`src/rtl/vdlc_pkg.sv`:
```
// Shared types and constants for the squared Euclidean / cosine distance unit.
`timescale 1ns / 1ps
package vdlc_pkg;
    localparam int ELEM_W      = 16;
    localparam int DIST_W      = 43;
    localparam int DOT_W       = 44;
    localparam int NORM_W      = 42;
    localparam int CNT_W       = 11;
    localparam int QDEPTH      = 2;
    localparam int QPTR_W      = $clog2(QDEPTH);
    localparam int QCNT_W      = $clog2(QDEPTH + 1);
    localparam int MAX_DIM_DEF = 1024;
    localparam int PADDR_W     = 3;

    localparam logic [CNT_W-1:0]  DEF_LEN = 11'd128;
    localparam logic [DIST_W-1:0] ONE_Q30 = 43'h0_4000_0000;
    localparam logic              REG_MODE = 1'b0;
    localparam logic              REG_LEN  = 1'b1;
    localparam logic              MODE_L2  = 1'b0;
    localparam logic              MODE_COS = 1'b1;

    typedef struct packed {
        logic signed [ELEM_W-1:0] elem_a;
        logic signed [ELEM_W-1:0] elem_b;
    } t_in;

    typedef struct packed {
        logic [DIST_W-1:0] distance_value;
        logic              zero_norm;
    } t_out;

    typedef struct packed {
        logic                     mode;
        logic [DIST_W-1:0]        diff;
        logic signed [DOT_W-1:0]  dot;
        logic [NORM_W-1:0]        norm_a;
        logic [NORM_W-1:0]        norm_b;
    } t_job;

    typedef struct packed {
        logic [QCNT_W-1:0] cnt;
        logic              empty;
    } t_q_stat;
endpackage

```
`src/rtl/vector_distance_l2_cosine.sv`:
```
// Top level of the streaming squared Euclidean / cosine distance unit.
`timescale 1ns / 1ps
// One element pair enters per cycle while input is not stalled; the front end
// registers each pair's products and then folds them into the running sums.
// With the back end idle, an L2 or zero-norm result passes the product
// registers, the queue and the back end's result register before it is offered.
// A cosine result instead works through the back end: shift-add for the norm
// product, 42 root digits, one compare and 30 quotient bits; the quotient
// is skipped when the similarity saturates. A two-entry queue holds finished
// vectors, so input keeps flowing while the back end works; input stalls
// whenever the queue, counting a vector about to enter it, is full.
module vector_distance_l2_cosine import vdlc_pkg::*; #(
    parameter int MAX_DIM = MAX_DIM_DEF
) (
    input  logic               i_clk,
    input  logic               i_rst_n,
    input  logic               i_in_valid,
    output logic               o_in_stall,
    input  t_in                i_in_data,
    output logic               o_out_valid,
    input  logic               i_out_stall,
    output t_out               o_out_data,
    input  logic               psel,
    input  logic               penable,
    input  logic               pwrite,
    input  logic [PADDR_W-1:0] paddr,
    input  logic [31:0]        pwdata,
    output logic [31:0]        prdata,
    output logic               pready
);
    logic             r_mode;
    logic [CNT_W-1:0] r_len;
    logic             w_wr;
    logic             w_push, w_pop;
    t_job             w_fjob, w_qjob;
    t_q_stat          w_qstat;

    assign pready = 1'b1;
    assign w_wr   = psel & penable & pwrite;
    assign prdata = (paddr[2] == REG_LEN) ? 32'(r_len) : 32'(r_mode);

    always_ff @(posedge i_clk) begin
        if (!i_rst_n) begin
            r_mode <= MODE_L2;
            r_len  <= DEF_LEN;
        end else if (w_wr) begin
            if (paddr[2] == REG_MODE) begin
                r_mode <= pwdata[0];
            end else begin
                r_len <= pwdata[CNT_W-1:0];
            end
        end
    end

    vdlc_front #(.MAX_DIM(MAX_DIM)) u_front (
        .i_clk      (i_clk),
        .i_rst_n    (i_rst_n),
        .i_in_valid (i_in_valid),
        .o_in_stall (o_in_stall),
        .i_in_data  (i_in_data),
        .i_mode     (r_mode),
        .i_len      (r_len),
        .i_q_stat   (w_qstat),
        .o_push     (w_push),
        .o_job      (w_fjob)
    );

    vdlc_queue u_queue (
        .i_clk   (i_clk),
        .i_rst_n (i_rst_n),
        .i_push  (w_push),
        .i_job   (w_fjob),
        .i_pop   (w_pop),
        .o_job   (w_qjob),
        .o_stat  (w_qstat)
    );

    vdlc_back u_back (
        .i_clk       (i_clk),
        .i_rst_n     (i_rst_n),
        .i_job       (w_qjob),
        .i_q_stat    (w_qstat),
        .o_pop       (w_pop),
        .o_out_valid (o_out_valid),
        .i_out_stall (i_out_stall),
        .o_out_data  (o_out_data)
    );

`ifndef ASSERT_OFF
    a_no_overflow: assert property (@(posedge i_clk) disable iff (!i_rst_n)
        w_push && !w_pop |-> 32'(w_qstat.cnt) < QDEPTH)
        else $error("queue overflow");

    a_no_underflow: assert property (@(posedge i_clk) disable iff (!i_rst_n)
        w_pop |-> !w_qstat.empty)
        else $error("queue underflow");

    a_zero_norm_value: assert property (@(posedge i_clk) disable iff (!i_rst_n)
        o_out_valid && o_out_data.zero_norm |-> o_out_data.distance_value == ONE_Q30)
        else $error("zero norm result not one");

    a_cos_range: assert property (@(posedge i_clk) disable iff (!i_rst_n)
        o_out_valid && r_mode == MODE_COS |->
            o_out_data.distance_value <= ONE_Q30 + ONE_Q30)
        else $error("cosine distance out of range");
`endif
endmodule

```
`src/rtl/vdlc_front.sv`:
```
// Front end: accepts element pairs, accumulates sums, queues finished vectors.
`timescale 1ns / 1ps
module vdlc_front import vdlc_pkg::*; #(
    parameter int MAX_DIM = MAX_DIM_DEF
) (
    input  logic             i_clk,
    input  logic             i_rst_n,
    input  logic             i_in_valid,
    output logic             o_in_stall,
    input  t_in              i_in_data,
    input  logic             i_mode,
    input  logic [CNT_W-1:0] i_len,
    input  t_q_stat          i_q_stat,
    output logic             o_push,
    output t_job             o_job
);
    logic [CNT_W-1:0]        w_len;
    logic                    w_last;
    logic                    w_accept;
    logic signed [ELEM_W:0]  w_d;
    logic signed [2*ELEM_W+1:0] w_dd;
    logic signed [2*ELEM_W-1:0] w_ab;
    logic signed [2*ELEM_W-1:0] w_aa;
    logic signed [2*ELEM_W-1:0] w_bb;

    logic [CNT_W-1:0]        r_cnt, n_cnt;
    logic                    r_p_vld, r_p_last, r_p_mode;
    logic [2*ELEM_W+1:0]     r_pdd;
    logic signed [2*ELEM_W-1:0] r_pab;
    logic [2*ELEM_W-1:0]     r_paa, r_pbb;
    logic [DIST_W-1:0]       r_diff, n_diff;
    logic signed [DOT_W-1:0] r_dot, n_dot;
    logic [NORM_W-1:0]       r_na, n_na, r_nb, n_nb;

    always_comb begin
        if (i_len == '0) begin
            w_len = CNT_W'(1);
        end else if (32'(i_len) > MAX_DIM) begin
            w_len = CNT_W'(MAX_DIM);
        end else begin
            w_len = i_len;
        end
    end

    assign w_last     = ({1'b0, r_cnt} + (CNT_W+1)'(1)) >= {1'b0, w_len};
    assign o_in_stall = ((QCNT_W+1)'(i_q_stat.cnt) + (QCNT_W+1)'(r_p_vld & r_p_last))
                        >= (QCNT_W+1)'(QDEPTH);
    assign w_accept   = i_in_valid & ~o_in_stall;

    assign w_d  = (ELEM_W+1)'(i_in_data.elem_a) - (ELEM_W+1)'(i_in_data.elem_b);
    assign w_dd = w_d * w_d;
    assign w_ab = i_in_data.elem_a * i_in_data.elem_b;
    assign w_aa = i_in_data.elem_a * i_in_data.elem_a;
    assign w_bb = i_in_data.elem_b * i_in_data.elem_b;

    always_comb begin
        n_cnt  = r_cnt;
        n_diff = r_diff + DIST_W'(r_pdd);
        n_dot  = r_dot + DOT_W'(r_pab);
        n_na   = r_na + NORM_W'(r_paa);
        n_nb   = r_nb + NORM_W'(r_pbb);
        if (w_accept) begin
            n_cnt = w_last ? '0 : r_cnt + CNT_W'(1);
        end
    end

    assign o_push        = r_p_vld & r_p_last;
    assign o_job.mode    = r_p_mode;
    assign o_job.diff    = n_diff;
    assign o_job.dot     = n_dot;
    assign o_job.norm_a  = n_na;
    assign o_job.norm_b  = n_nb;

    always_ff @(posedge i_clk) begin
        if (!i_rst_n) begin
            r_cnt    <= '0;
            r_p_vld  <= 1'b0;
            r_p_last <= 1'b0;
            r_diff   <= '0;
            r_dot    <= '0;
            r_na     <= '0;
            r_nb     <= '0;
        end else begin
            r_cnt    <= n_cnt;
            r_p_vld  <= w_accept;
            r_p_last <= w_accept & w_last;
            if (r_p_vld) begin
                if (r_p_last) begin
                    r_diff <= '0;
                    r_dot  <= '0;
                    r_na   <= '0;
                    r_nb   <= '0;
                end else begin
                    r_diff <= n_diff;
                    r_dot  <= n_dot;
                    r_na   <= n_na;
                    r_nb   <= n_nb;
                end
            end
        end
    end

    always_ff @(posedge i_clk) begin
        if (w_accept) begin
            r_p_mode <= i_mode;
            r_pdd    <= w_dd;
            r_pab    <= w_ab;
            r_paa    <= w_aa;
            r_pbb    <= w_bb;
        end
    end
endmodule

```
`src/rtl/vdlc_queue.sv`:
```
// Short job queue between the accumulating front end and the finishing back end.
`timescale 1ns / 1ps
module vdlc_queue import vdlc_pkg::*; (
    input  logic    i_clk,
    input  logic    i_rst_n,
    input  logic    i_push,
    input  t_job    i_job,
    input  logic    i_pop,
    output t_job    o_job,
    output t_q_stat o_stat
);
    t_job              r_mem [QDEPTH];
    logic [QPTR_W-1:0] r_wp, r_rp;
    logic [QCNT_W-1:0] r_cnt;

    assign o_job        = r_mem[r_rp];
    assign o_stat.cnt   = r_cnt;
    assign o_stat.empty = (r_cnt == '0);

    always_ff @(posedge i_clk) begin
        if (!i_rst_n) begin
            r_wp  <= '0;
            r_rp  <= '0;
            r_cnt <= '0;
        end else begin
            if (i_push) begin
                r_wp <= (32'(r_wp) == QDEPTH - 1) ? '0 : r_wp + QPTR_W'(1);
            end
            if (i_pop) begin
                r_rp <= (32'(r_rp) == QDEPTH - 1) ? '0 : r_rp + QPTR_W'(1);
            end
            r_cnt <= r_cnt + QCNT_W'(i_push) - QCNT_W'(i_pop);
        end
    end

    always_ff @(posedge i_clk) begin
        if (i_push) begin
            r_mem[r_wp] <= i_job;
        end
    end
endmodule

```
`src/rtl/vdlc_back.sv`:
```
// Back end: serial norm product, square root and division for cosine results; also returns L2 and zero-norm results.
`timescale 1ns / 1ps
module vdlc_back import vdlc_pkg::*; (
    input  logic    i_clk,
    input  logic    i_rst_n,
    input  t_job    i_job,
    input  t_q_stat i_q_stat,
    output logic    o_pop,
    output logic    o_out_valid,
    input  logic    i_out_stall,
    output t_out    o_out_data
);
    typedef enum logic [5:0] {
        S_IDLE = 6'b000001,
        S_MUL  = 6'b000010,
        S_SQRT = 6'b000100,
        S_CMP  = 6'b001000,
        S_DIV  = 6'b010000,
        S_OUT  = 6'b100000
    } t_bstate;

    localparam int PROD_W = 2 * NORM_W;

    t_bstate             r_st, n_st;
    logic [PROD_W-1:0]   r_acc, r_mc;
    logic [NORM_W-1:0]   r_mlt, r_root;
    logic [NORM_W+2:0]   r_rem;
    logic [DOT_W-1:0]    r_mag;
    logic                r_neg;
    logic [30:0]         r_q;
    logic [5:0]          r_cnt;
    t_out                r_res;

    logic [NORM_W+2:0]   w_rem_t, w_trial, w_rem_s;
    logic [30:0]         w_q;
    logic                w_div_ge;

    assign o_pop       = (r_st == S_IDLE) & ~i_q_stat.empty;
    assign o_out_valid = (r_st == S_OUT);
    assign o_out_data  = r_res;

    assign w_rem_t  = {r_rem[NORM_W:0], r_acc[PROD_W-1 -: 2]};
    assign w_trial  = (NORM_W+3)'({r_root, 2'b01});
    assign w_rem_s  = {r_rem[NORM_W+1:0], 1'b0};
    assign w_div_ge = w_rem_s >= (NORM_W+3)'(r_root);
    assign w_q      = {r_q[29:0], w_div_ge};

    always_comb begin
        n_st = r_st;
        case (r_st)
            S_IDLE: begin
                if (!i_q_stat.empty) begin
                    if (i_job.mode == MODE_L2 || i_job.norm_a == '0 || i_job.norm_b == '0) begin
                        n_st = S_OUT;
                    end else begin
                        n_st = S_MUL;
                    end
                end
            end
            S_MUL:  if (r_cnt == '0) n_st = S_SQRT;
            S_SQRT: if (r_cnt == '0) n_st = S_CMP;
            S_CMP:  n_st = (r_mag >= DOT_W'(r_root)) ? S_OUT : S_DIV;
            S_DIV:  if (r_cnt == '0) n_st = S_OUT;
            S_OUT:  if (!i_out_stall) n_st = S_IDLE;
            default: n_st = S_IDLE;
        endcase
    end

    always_ff @(posedge i_clk) begin
        if (!i_rst_n) begin
            r_st <= S_IDLE;
        end else begin
            r_st <= n_st;
        end
    end

    always_ff @(posedge i_clk) begin
        case (r_st)
            S_IDLE: begin
                r_acc <= '0;
                r_mc  <= PROD_W'(i_job.norm_a);
                r_mlt <= i_job.norm_b;
                r_cnt <= 6'(NORM_W - 1);
                r_neg <= i_job.dot[DOT_W-1];
                r_mag <= i_job.dot[DOT_W-1] ? DOT_W'(-i_job.dot) : DOT_W'(i_job.dot);
                r_rem <= '0;
                r_root <= '0;
                if (i_job.mode == MODE_L2) begin
                    r_res.distance_value <= i_job.diff;
                    r_res.zero_norm      <= 1'b0;
                end else begin
                    r_res.distance_value <= ONE_Q30;
                    r_res.zero_norm      <= 1'b1;
                end
            end
            S_MUL: begin
                if (r_mlt[0]) begin
                    r_acc <= r_acc + r_mc;
                end
                r_mc  <= {r_mc[PROD_W-2:0], 1'b0};
                r_mlt <= {1'b0, r_mlt[NORM_W-1:1]};
                r_cnt <= (r_cnt == '0) ? 6'(NORM_W - 1) : r_cnt - 6'd1;
            end
            S_SQRT: begin
                if (w_rem_t >= w_trial) begin
                    r_rem  <= w_rem_t - w_trial;
                    r_root <= {r_root[NORM_W-2:0], 1'b1};
                end else begin
                    r_rem  <= w_rem_t;
                    r_root <= {r_root[NORM_W-2:0], 1'b0};
                end
                r_acc <= {r_acc[PROD_W-3:0], 2'b00};
                r_cnt <= r_cnt - 6'd1;
            end
            S_CMP: begin
                r_rem <= (NORM_W+3)'(r_mag);
                r_q   <= '0;
                r_cnt <= 6'd29;
                r_res.zero_norm <= 1'b0;
                r_res.distance_value <= r_neg ? ONE_Q30 + ONE_Q30 : '0;
            end
            S_DIV: begin
                r_rem <= w_div_ge ? w_rem_s - (NORM_W+3)'(r_root) : w_rem_s;
                r_q   <= w_q;
                r_cnt <= r_cnt - 6'd1;
                r_res.distance_value <= r_neg ? ONE_Q30 + DIST_W'(w_q)
                                              : ONE_Q30 - DIST_W'(w_q);
            end
            S_OUT: begin
                r_cnt <= r_cnt;
            end
            default: begin
                r_cnt <= r_cnt;
            end
        endcase
    end
endmodule
```
`config.mk`:
```
export PLATFORM = sky130hd
export DESIGN_NAME = vector_distance_l2_cosine
export DESIGN_NICKNAME = d
export VERILOG_FILES = /design/src/rtl/vdlc_pkg.sv /design/src/rtl/vector_distance_l2_cosine.sv /design/src/rtl/vdlc_front.sv /design/src/rtl/vdlc_queue.sv /design/src/rtl/vdlc_back.sv
export SDC_FILE = /design/constraint.sdc
export NUM_CORES = 2
export LEC_CHECK = 0
export BUFFER_PORTS_ARGS = -buffer_cell sky130_fd_sc_hd__buf_2
export CORE_MARGIN = 5
export CORE_UTILIZATION = 35
export DETAILED_ROUTE_END_ITERATION = 8
export MAX_ROUTING_LAYER = met4
export PLACE_DENSITY_LB_ADDON = 0.08
export SYNTH_ARGS = -nofsm -noshare
export SYNTH_HDL_FRONTEND = slang
export SYNTH_SLANG_ARGS = --single-unit
```
`constraint.sdc`:
```
create_clock -name i_clk -period 9.4 [get_ports i_clk]
set_clock_uncertainty 0.1 [all_clocks]
set_input_delay 0.94 -clock i_clk [delete_from_list [all_inputs] [get_ports i_clk]]
set_output_delay 0.94 -clock i_clk [all_outputs]
set_load 0.01 [all_outputs]
```
* After elaboration in Yosys (flattened, before gate mapping)
Memories as Yosys holds them, arrays and structs flattened. A register that Yosys moved wholly into a read port is not among the register bits. Index checks and enable logic that the tools add are counted.
Word-level totals: RAM bits 344, output and inout bits 79, register bits 758, memories kept 1, word-level logic and storage cells 143
Cells by class: multipliers 4, multiplexer cells 40, eq/ne operators 12, $add $sub $neg 19, magnitude comparators 6, reductions and logical operators 20, bitwise logic cells 11
Memory list:
- u_queue.r_mem | depth 2, width 172, read ports 1, clocked after memory_dff 1, write ports 1, line vdlc_queue.sv:12 | t_job r_mem [QDEPTH];
Operators by type and width (count):
- $pmux W84 S3 | 1
- $mux W44 | 4
- $pmux W44 S4 | 1
- $pmux W42 S2 | 2
- $pmux W84 S2 | 1
- $mux W43 | 3
- $pmux W43 S3 | 1
- $mul A16 B16 Y32 | 3
- $add A42 B32 Y42 | 2
- $add A84 B84 Y84 | 1
- $logic_not A42 Y1 | 2
- $mux W42 | 2
- $mux W84 | 1
- $pmux W30 S2 | 1
- $mux W6 | 8
- $ge A45 B42 Y1 | 1
- $ge A45 B44 Y1 | 1
- $add A44 B32 Y44 | 1
- $ge A44 B42 Y1 | 1
- $mux W11 | 4
- $neg A44 Y44 | 1
- $sub A44 B42 Y44 | 1
- $sub A44 B44 Y44 | 1
- $add A43 B34 Y43 | 1
- other kinds (39) | 67

* Depth between registers and ports, before layout
depth after elaboration 6, gate-level depth with buffers 41

* Hierarchy
From an unflattened synthesis, not the netlist that was laid out.
Second synthesis, totals: cell total of the unflattened synthesis 9988, area total of the unflattened synthesis 99644.3 um^2
By module, submodules not included:
- vdlc_front | seq. area each 7527.2 um^2, times used 1, cells each 6092, area an instance 55942.4 um^2
- vdlc_back | seq. area each 12762.2 um^2, times used 1, cells each 3253, area an instance 30006.3 um^2
- vdlc_queue | seq. area each 10430.0 um^2, times used 1, cells each 555, area an instance 12943.7 um^2
- vector_distance_l2_cosine | seq. area each 240.2 um^2, times used 1, cells each 88, area an instance 752.0 um^2

* Worst setup path after synthesis
Ideal clock, no wire load.
path kind input -> register, start point in i_in_data[16] in the netlist's numbering, end point reg u_front.r_pdd[33] (data pin), slack -0.436 ns, cell stages on the path 39, library setup time 0.260 ns, path buffers 3, data arrival time 9.476 ns, cell sequence clkbuf_1 > clkinv_1 > clkbuf_1 > ha_1 > fa_1 > nor2b_1 > o21ai_1 > a21boi_0 > o21ai_1 > a21boi_1 > o2111ai_1 > a31oi_1 > a21o_1 > a21o_1 > a2111o_1 > o21ai_2 > inv_2 > clkbuf_1 > [3 not listed] > inv_1 > fa_1 > inv_1 > fa_1 > fa_1 > inv_1 > fa_1 > inv_1 > ha_1 > a211o_1 > o211ai_1 > a21oi_1 > a41oi_1 > o21ai_1 > o41a_1 > a21o_1 > a21oi_1 > xnor2_1
On the way: cells in the longest elaborated chain, start to end 2
RTL lines:
- start: declaration | line vector_distance_l2_cosine.sv:19 | input t_in i_in_data,
- $sub A16 B16 Y17 | line vdlc_front.sv:50 | assign w_d = (ELEM_W+1)'(i_in_data.elem_a) - (ELEM_W+1)'(i_in_data.elem_b);
- $mul A17 B17 Y34 | line vdlc_front.sv:51 | assign w_dd = w_d * w_d;
- named net u_front.w_dd[33] | line vdlc_front.sv:21 | logic signed [2*ELEM_W+1:0] w_dd;
- end signal: assignment | line vdlc_front.sv:106 | r_pdd <= w_dd;
- end: declaration | line vdlc_front.sv:28 | logic [2*ELEM_W+1:0] r_pdd;
The timed path passes the listed nets, and every way through them passes these cells. A chain may end at the register's enable or synchronous reset.

* Worst setup path after layout
Ends and elaborated chain as after synthesis.

==> flow_metrics.env <==
export IMPL_cp_common_cell="fa_1"
export IMPL_numCtsBuffers=120
export IMPL_grt_max_degree=83
export IMPL_status="complete, no violations"
export IMPL_gp_congestion=0.842
export IMPL_ys_warn_count=0
export IMPL_hpwl_um=216000
export IMPL_seq_area_frac_synth=0.317
export IMPL_hold_ws_ns=0.254
export IMPL_drtAntennaViolNets=0
export IMPL_place_ws_ns=-0.847
export IMPL_antenna_found_initial=16
export IMPL_syn_to_final_growth_pct=11.0
export IMPL_viasPerCell=5.08
export IMPL_hp_class="in2reg"
export IMPL_tightestPinTransition_ns=1.17
export IMPL_synth_area_um2=97600
export IMPL_synthFlopType="edfxtp_1"
export IMPL_r2r_end="u_back.o_out_data[31]"
export IMPL_path_max_fanout=3
export IMPL_fin_nets=11718
export IMPL_clock_path_buffers=3
export IMPL_reg2reg_from="u_back.r_rem[2]"
export IMPL_synth_cell_type_count=111
export IMPL_die_area_um2=290000
export IMPL_cp_arrival_ns=9.33
export IMPL_track_usage=0.197
export IMPL_r2r_cells=18
export IMPL_clkLatencyLatePin_ns=0.81
export IMPL_finalHoldViolations=0
export IMPL_hold_path_depth=3
export IMPL_rows=194
export IMPL_async_flop_share=0
export IMPL_worst_setup_path_start_kind="input pin"
export IMPL_final_util=0.389
export IMPL_ys_seq_elements=1100
export IMPL_grt_overflow=0
export IMPL_synth_cells=9682
export IMPL_h_tree_depth=3
export IMPL_core_area_um2=279000
export IMPL_setup_ws_ns=0.446
export IMPL_vias=69686
export IMPL_critPathSlowestCell="fa_1"
export IMPL_multi_input_area_um2=60300
export IMPL_critical_path_max_stage_delay_ns=0.54
export IMPL_regArea_um2=31000
export IMPL_syn_area_per_cell_um2=10.1
export IMPL_cts_num_sinks=1100
export IMPL_routed_wirelength_um=278000
export IMPL_final_common_cell="inv_1"
export IMPL_postCtsHoldBufs=0
export IMPL_final_cell_mix="1351 x inv_1, 1013 x fa_1, 893 x edfxtp_1"
export IMPL_cts_tree="yes"
export IMPL_first_pass_iters=8
export IMPL_worst_r2r_setup_slack_ns=3.36
export IMPL_die_w_um=538
export IMPL_detail_route_wl_per_cell_um=20.3
export IMPL_port_buffers=107
export IMPL_tns_ns=0
export IMPL_grt_pass1_vias=72471
export IMPL_slew_violations=0
export IMPL_hold_start="pwdata[7]"
export IMPL_ctsRootBufferMaster="clkbuf_16"
export IMPL_endpoint_kind="register"
export IMPL_grt_pass1_wl_um=430000
export IMPL_rsz0062_at_grt="yes"
export IMPL_remaining_drc_errors=0
export IMPL_path_class="in2reg"
export IMPL_fin_crit_sh=0.953
export IMPL_path_clk_slew_ns=0.07
export IMPL_fillCellCount=27849
export IMPL_synth_edf_count=893
export IMPL_finalSetupViolations=0
export IMPL_drt_initial_drc_count=4101
export IMPL_die_y_um=538
export IMPL_start_util=0.350
export IMPL_hold_end="r_len[7]"
export IMPL_cap_violations=0
export IMPL_fmaxAchievable_mhz=112
export IMPL_min_period_ns=8.95
export IMPL_crit_required_ns=9.78
export IMPL_max_slew_margin=0.208
export IMPL_io_pins=153
export IMPL_final_layout_size_suffix_gt1_frac=0.0773
stage by stage:
stage,area [um2],cells
after CTS,108000,13722
after floorplan,97800,9702
final,108000,13731
after detailed placement,104000,13492
after global placement,104000,13492
after global routing,108000,13727
kinds of logic after synthesis:
| logic type | share of synthesized area |
|---|---|
| and+or+nand+nor | 0.115 |
| AOI/OAI and AO/OA | 0.125 |
| adders and majority gates | 0.303 |
| buffers and inverters | 0.0687 |
| DFF | 0.317 |
| xor gates and xnor gates | 0.0507 |
| muxes | 0.0206 |
| other | 0.0000769 |
layout make-up:
cell class | count | share of cell area
tap | 3724 | 0.0430
clock inverter | 73 | 0.00945
clock buffer | 157 | 0.0301
sequential | 1100 | 0.286
inverter | 1373 | 0.0476
timing repair buffer | 437 | 0.0280
multi-input combinational | 6859 | 0.556
antenna | 8 | 0.000185
worst max path at each step:
stage          slack [ns]           from                end  cells past startpoint
2_1_floorplan        0.02  i_in_data[16]  u_front.r_pdd[33]                     39
3_3_place_gp        -0.83  i_in_data[16]  u_front.r_pdd[33]                     38
3_5_place_dp        -0.85  i_in_data[16]  u_front.r_pdd[33]                     38
4_1_cts             0.004  i_in_data[16]  u_front.r_pdd[33]                     38
5_1_grt             -0.11   i_in_data[1]  u_front.r_pdd[33]                     38
6_report             0.45  i_in_data[16]  u_front.r_pdd[33]                     38
critical path: cells and delay by family:
kind            cells  cell delay, ns
compound gates     15            2.76
simple gates        3            0.49
xor+xnor            2            0.17
fa+ha+maj           9            3.97
buf+inv             9            1.00
timing repair:
action                     in CTS  in global routing
gates resized for setup         1                 16
setup endpoints to repair       1                  7
pin swaps                       0                  7
setup buffers                   0                  1
synth_stat cells (all sizes together), types with 12 or more instances:
library cell  count  share of area
a211o            14         0.0013
a211oi           50         0.0039
a21boi           28         0.0022
a21o            241          0.019
a21oi           566          0.029
a221o            12         0.0012
a221oi           12         0.0013
a22o             55         0.0049
a22oi           107         0.0083
a31oi            58         0.0040
and2            178          0.011
and3             59         0.0038
buf              83         0.0049
clkbuf          287          0.011
clkinv           12        0.00046
dfxtp           207          0.042
edfxtp          893           0.27
fa             1014           0.21
ha              739          0.095
inv            1361          0.052
mux2i           194          0.020
nand2           768          0.030
nand2b           92         0.0059
nand3           124         0.0064
nand4            80         0.0051
nor2            804          0.031
nor2b            85         0.0055
nor3             89         0.0049
nor3b            18         0.0015
nor4             68         0.0045
o2111ai          13         0.0012
o211ai           36         0.0028
o21a             51         0.0039
o21ai           358          0.019
o21bai           66         0.0051
o22ai            40         0.0026
o31ai            36         0.0033
o41ai            16         0.0018
or2              23         0.0015
or3              32         0.0021
xnor2           368          0.033
xor2            196          0.018
registers in the layout, indices dropped and copies added (netlist names), 42 cells and up, named ones only:
| register | flops |
|---|---|
| u_front.r_dot | 44 |
| u_back.r_root | 42 |
| u_front.r_diff | 43 |
| u_front.r_na | 42 |
| u_front.r_nb | 42 |
| u_back.r_mag | 44 |
| u_back.o_out_data | 44 |
| u_back.r_acc | 84 |
| u_queue.r_mem | 344 |
| u_back.r_mc | 84 |
| u_back.r_mlt | 42 |
| u_back.r_rem | 44 |
per-layer routing:
metal	up-vias	global-route usage	share of wire
li1	33167	-	-
met1	34869	0.276	0.48
met2	1331	0.304	0.45
met3	319	0.0227	0.043
met4	0	0.0526	0.027
met5	-	-	0
Power is not shown: default switching activity piles up to over one toggle a cycle in this logic, so the estimate is an artifact.
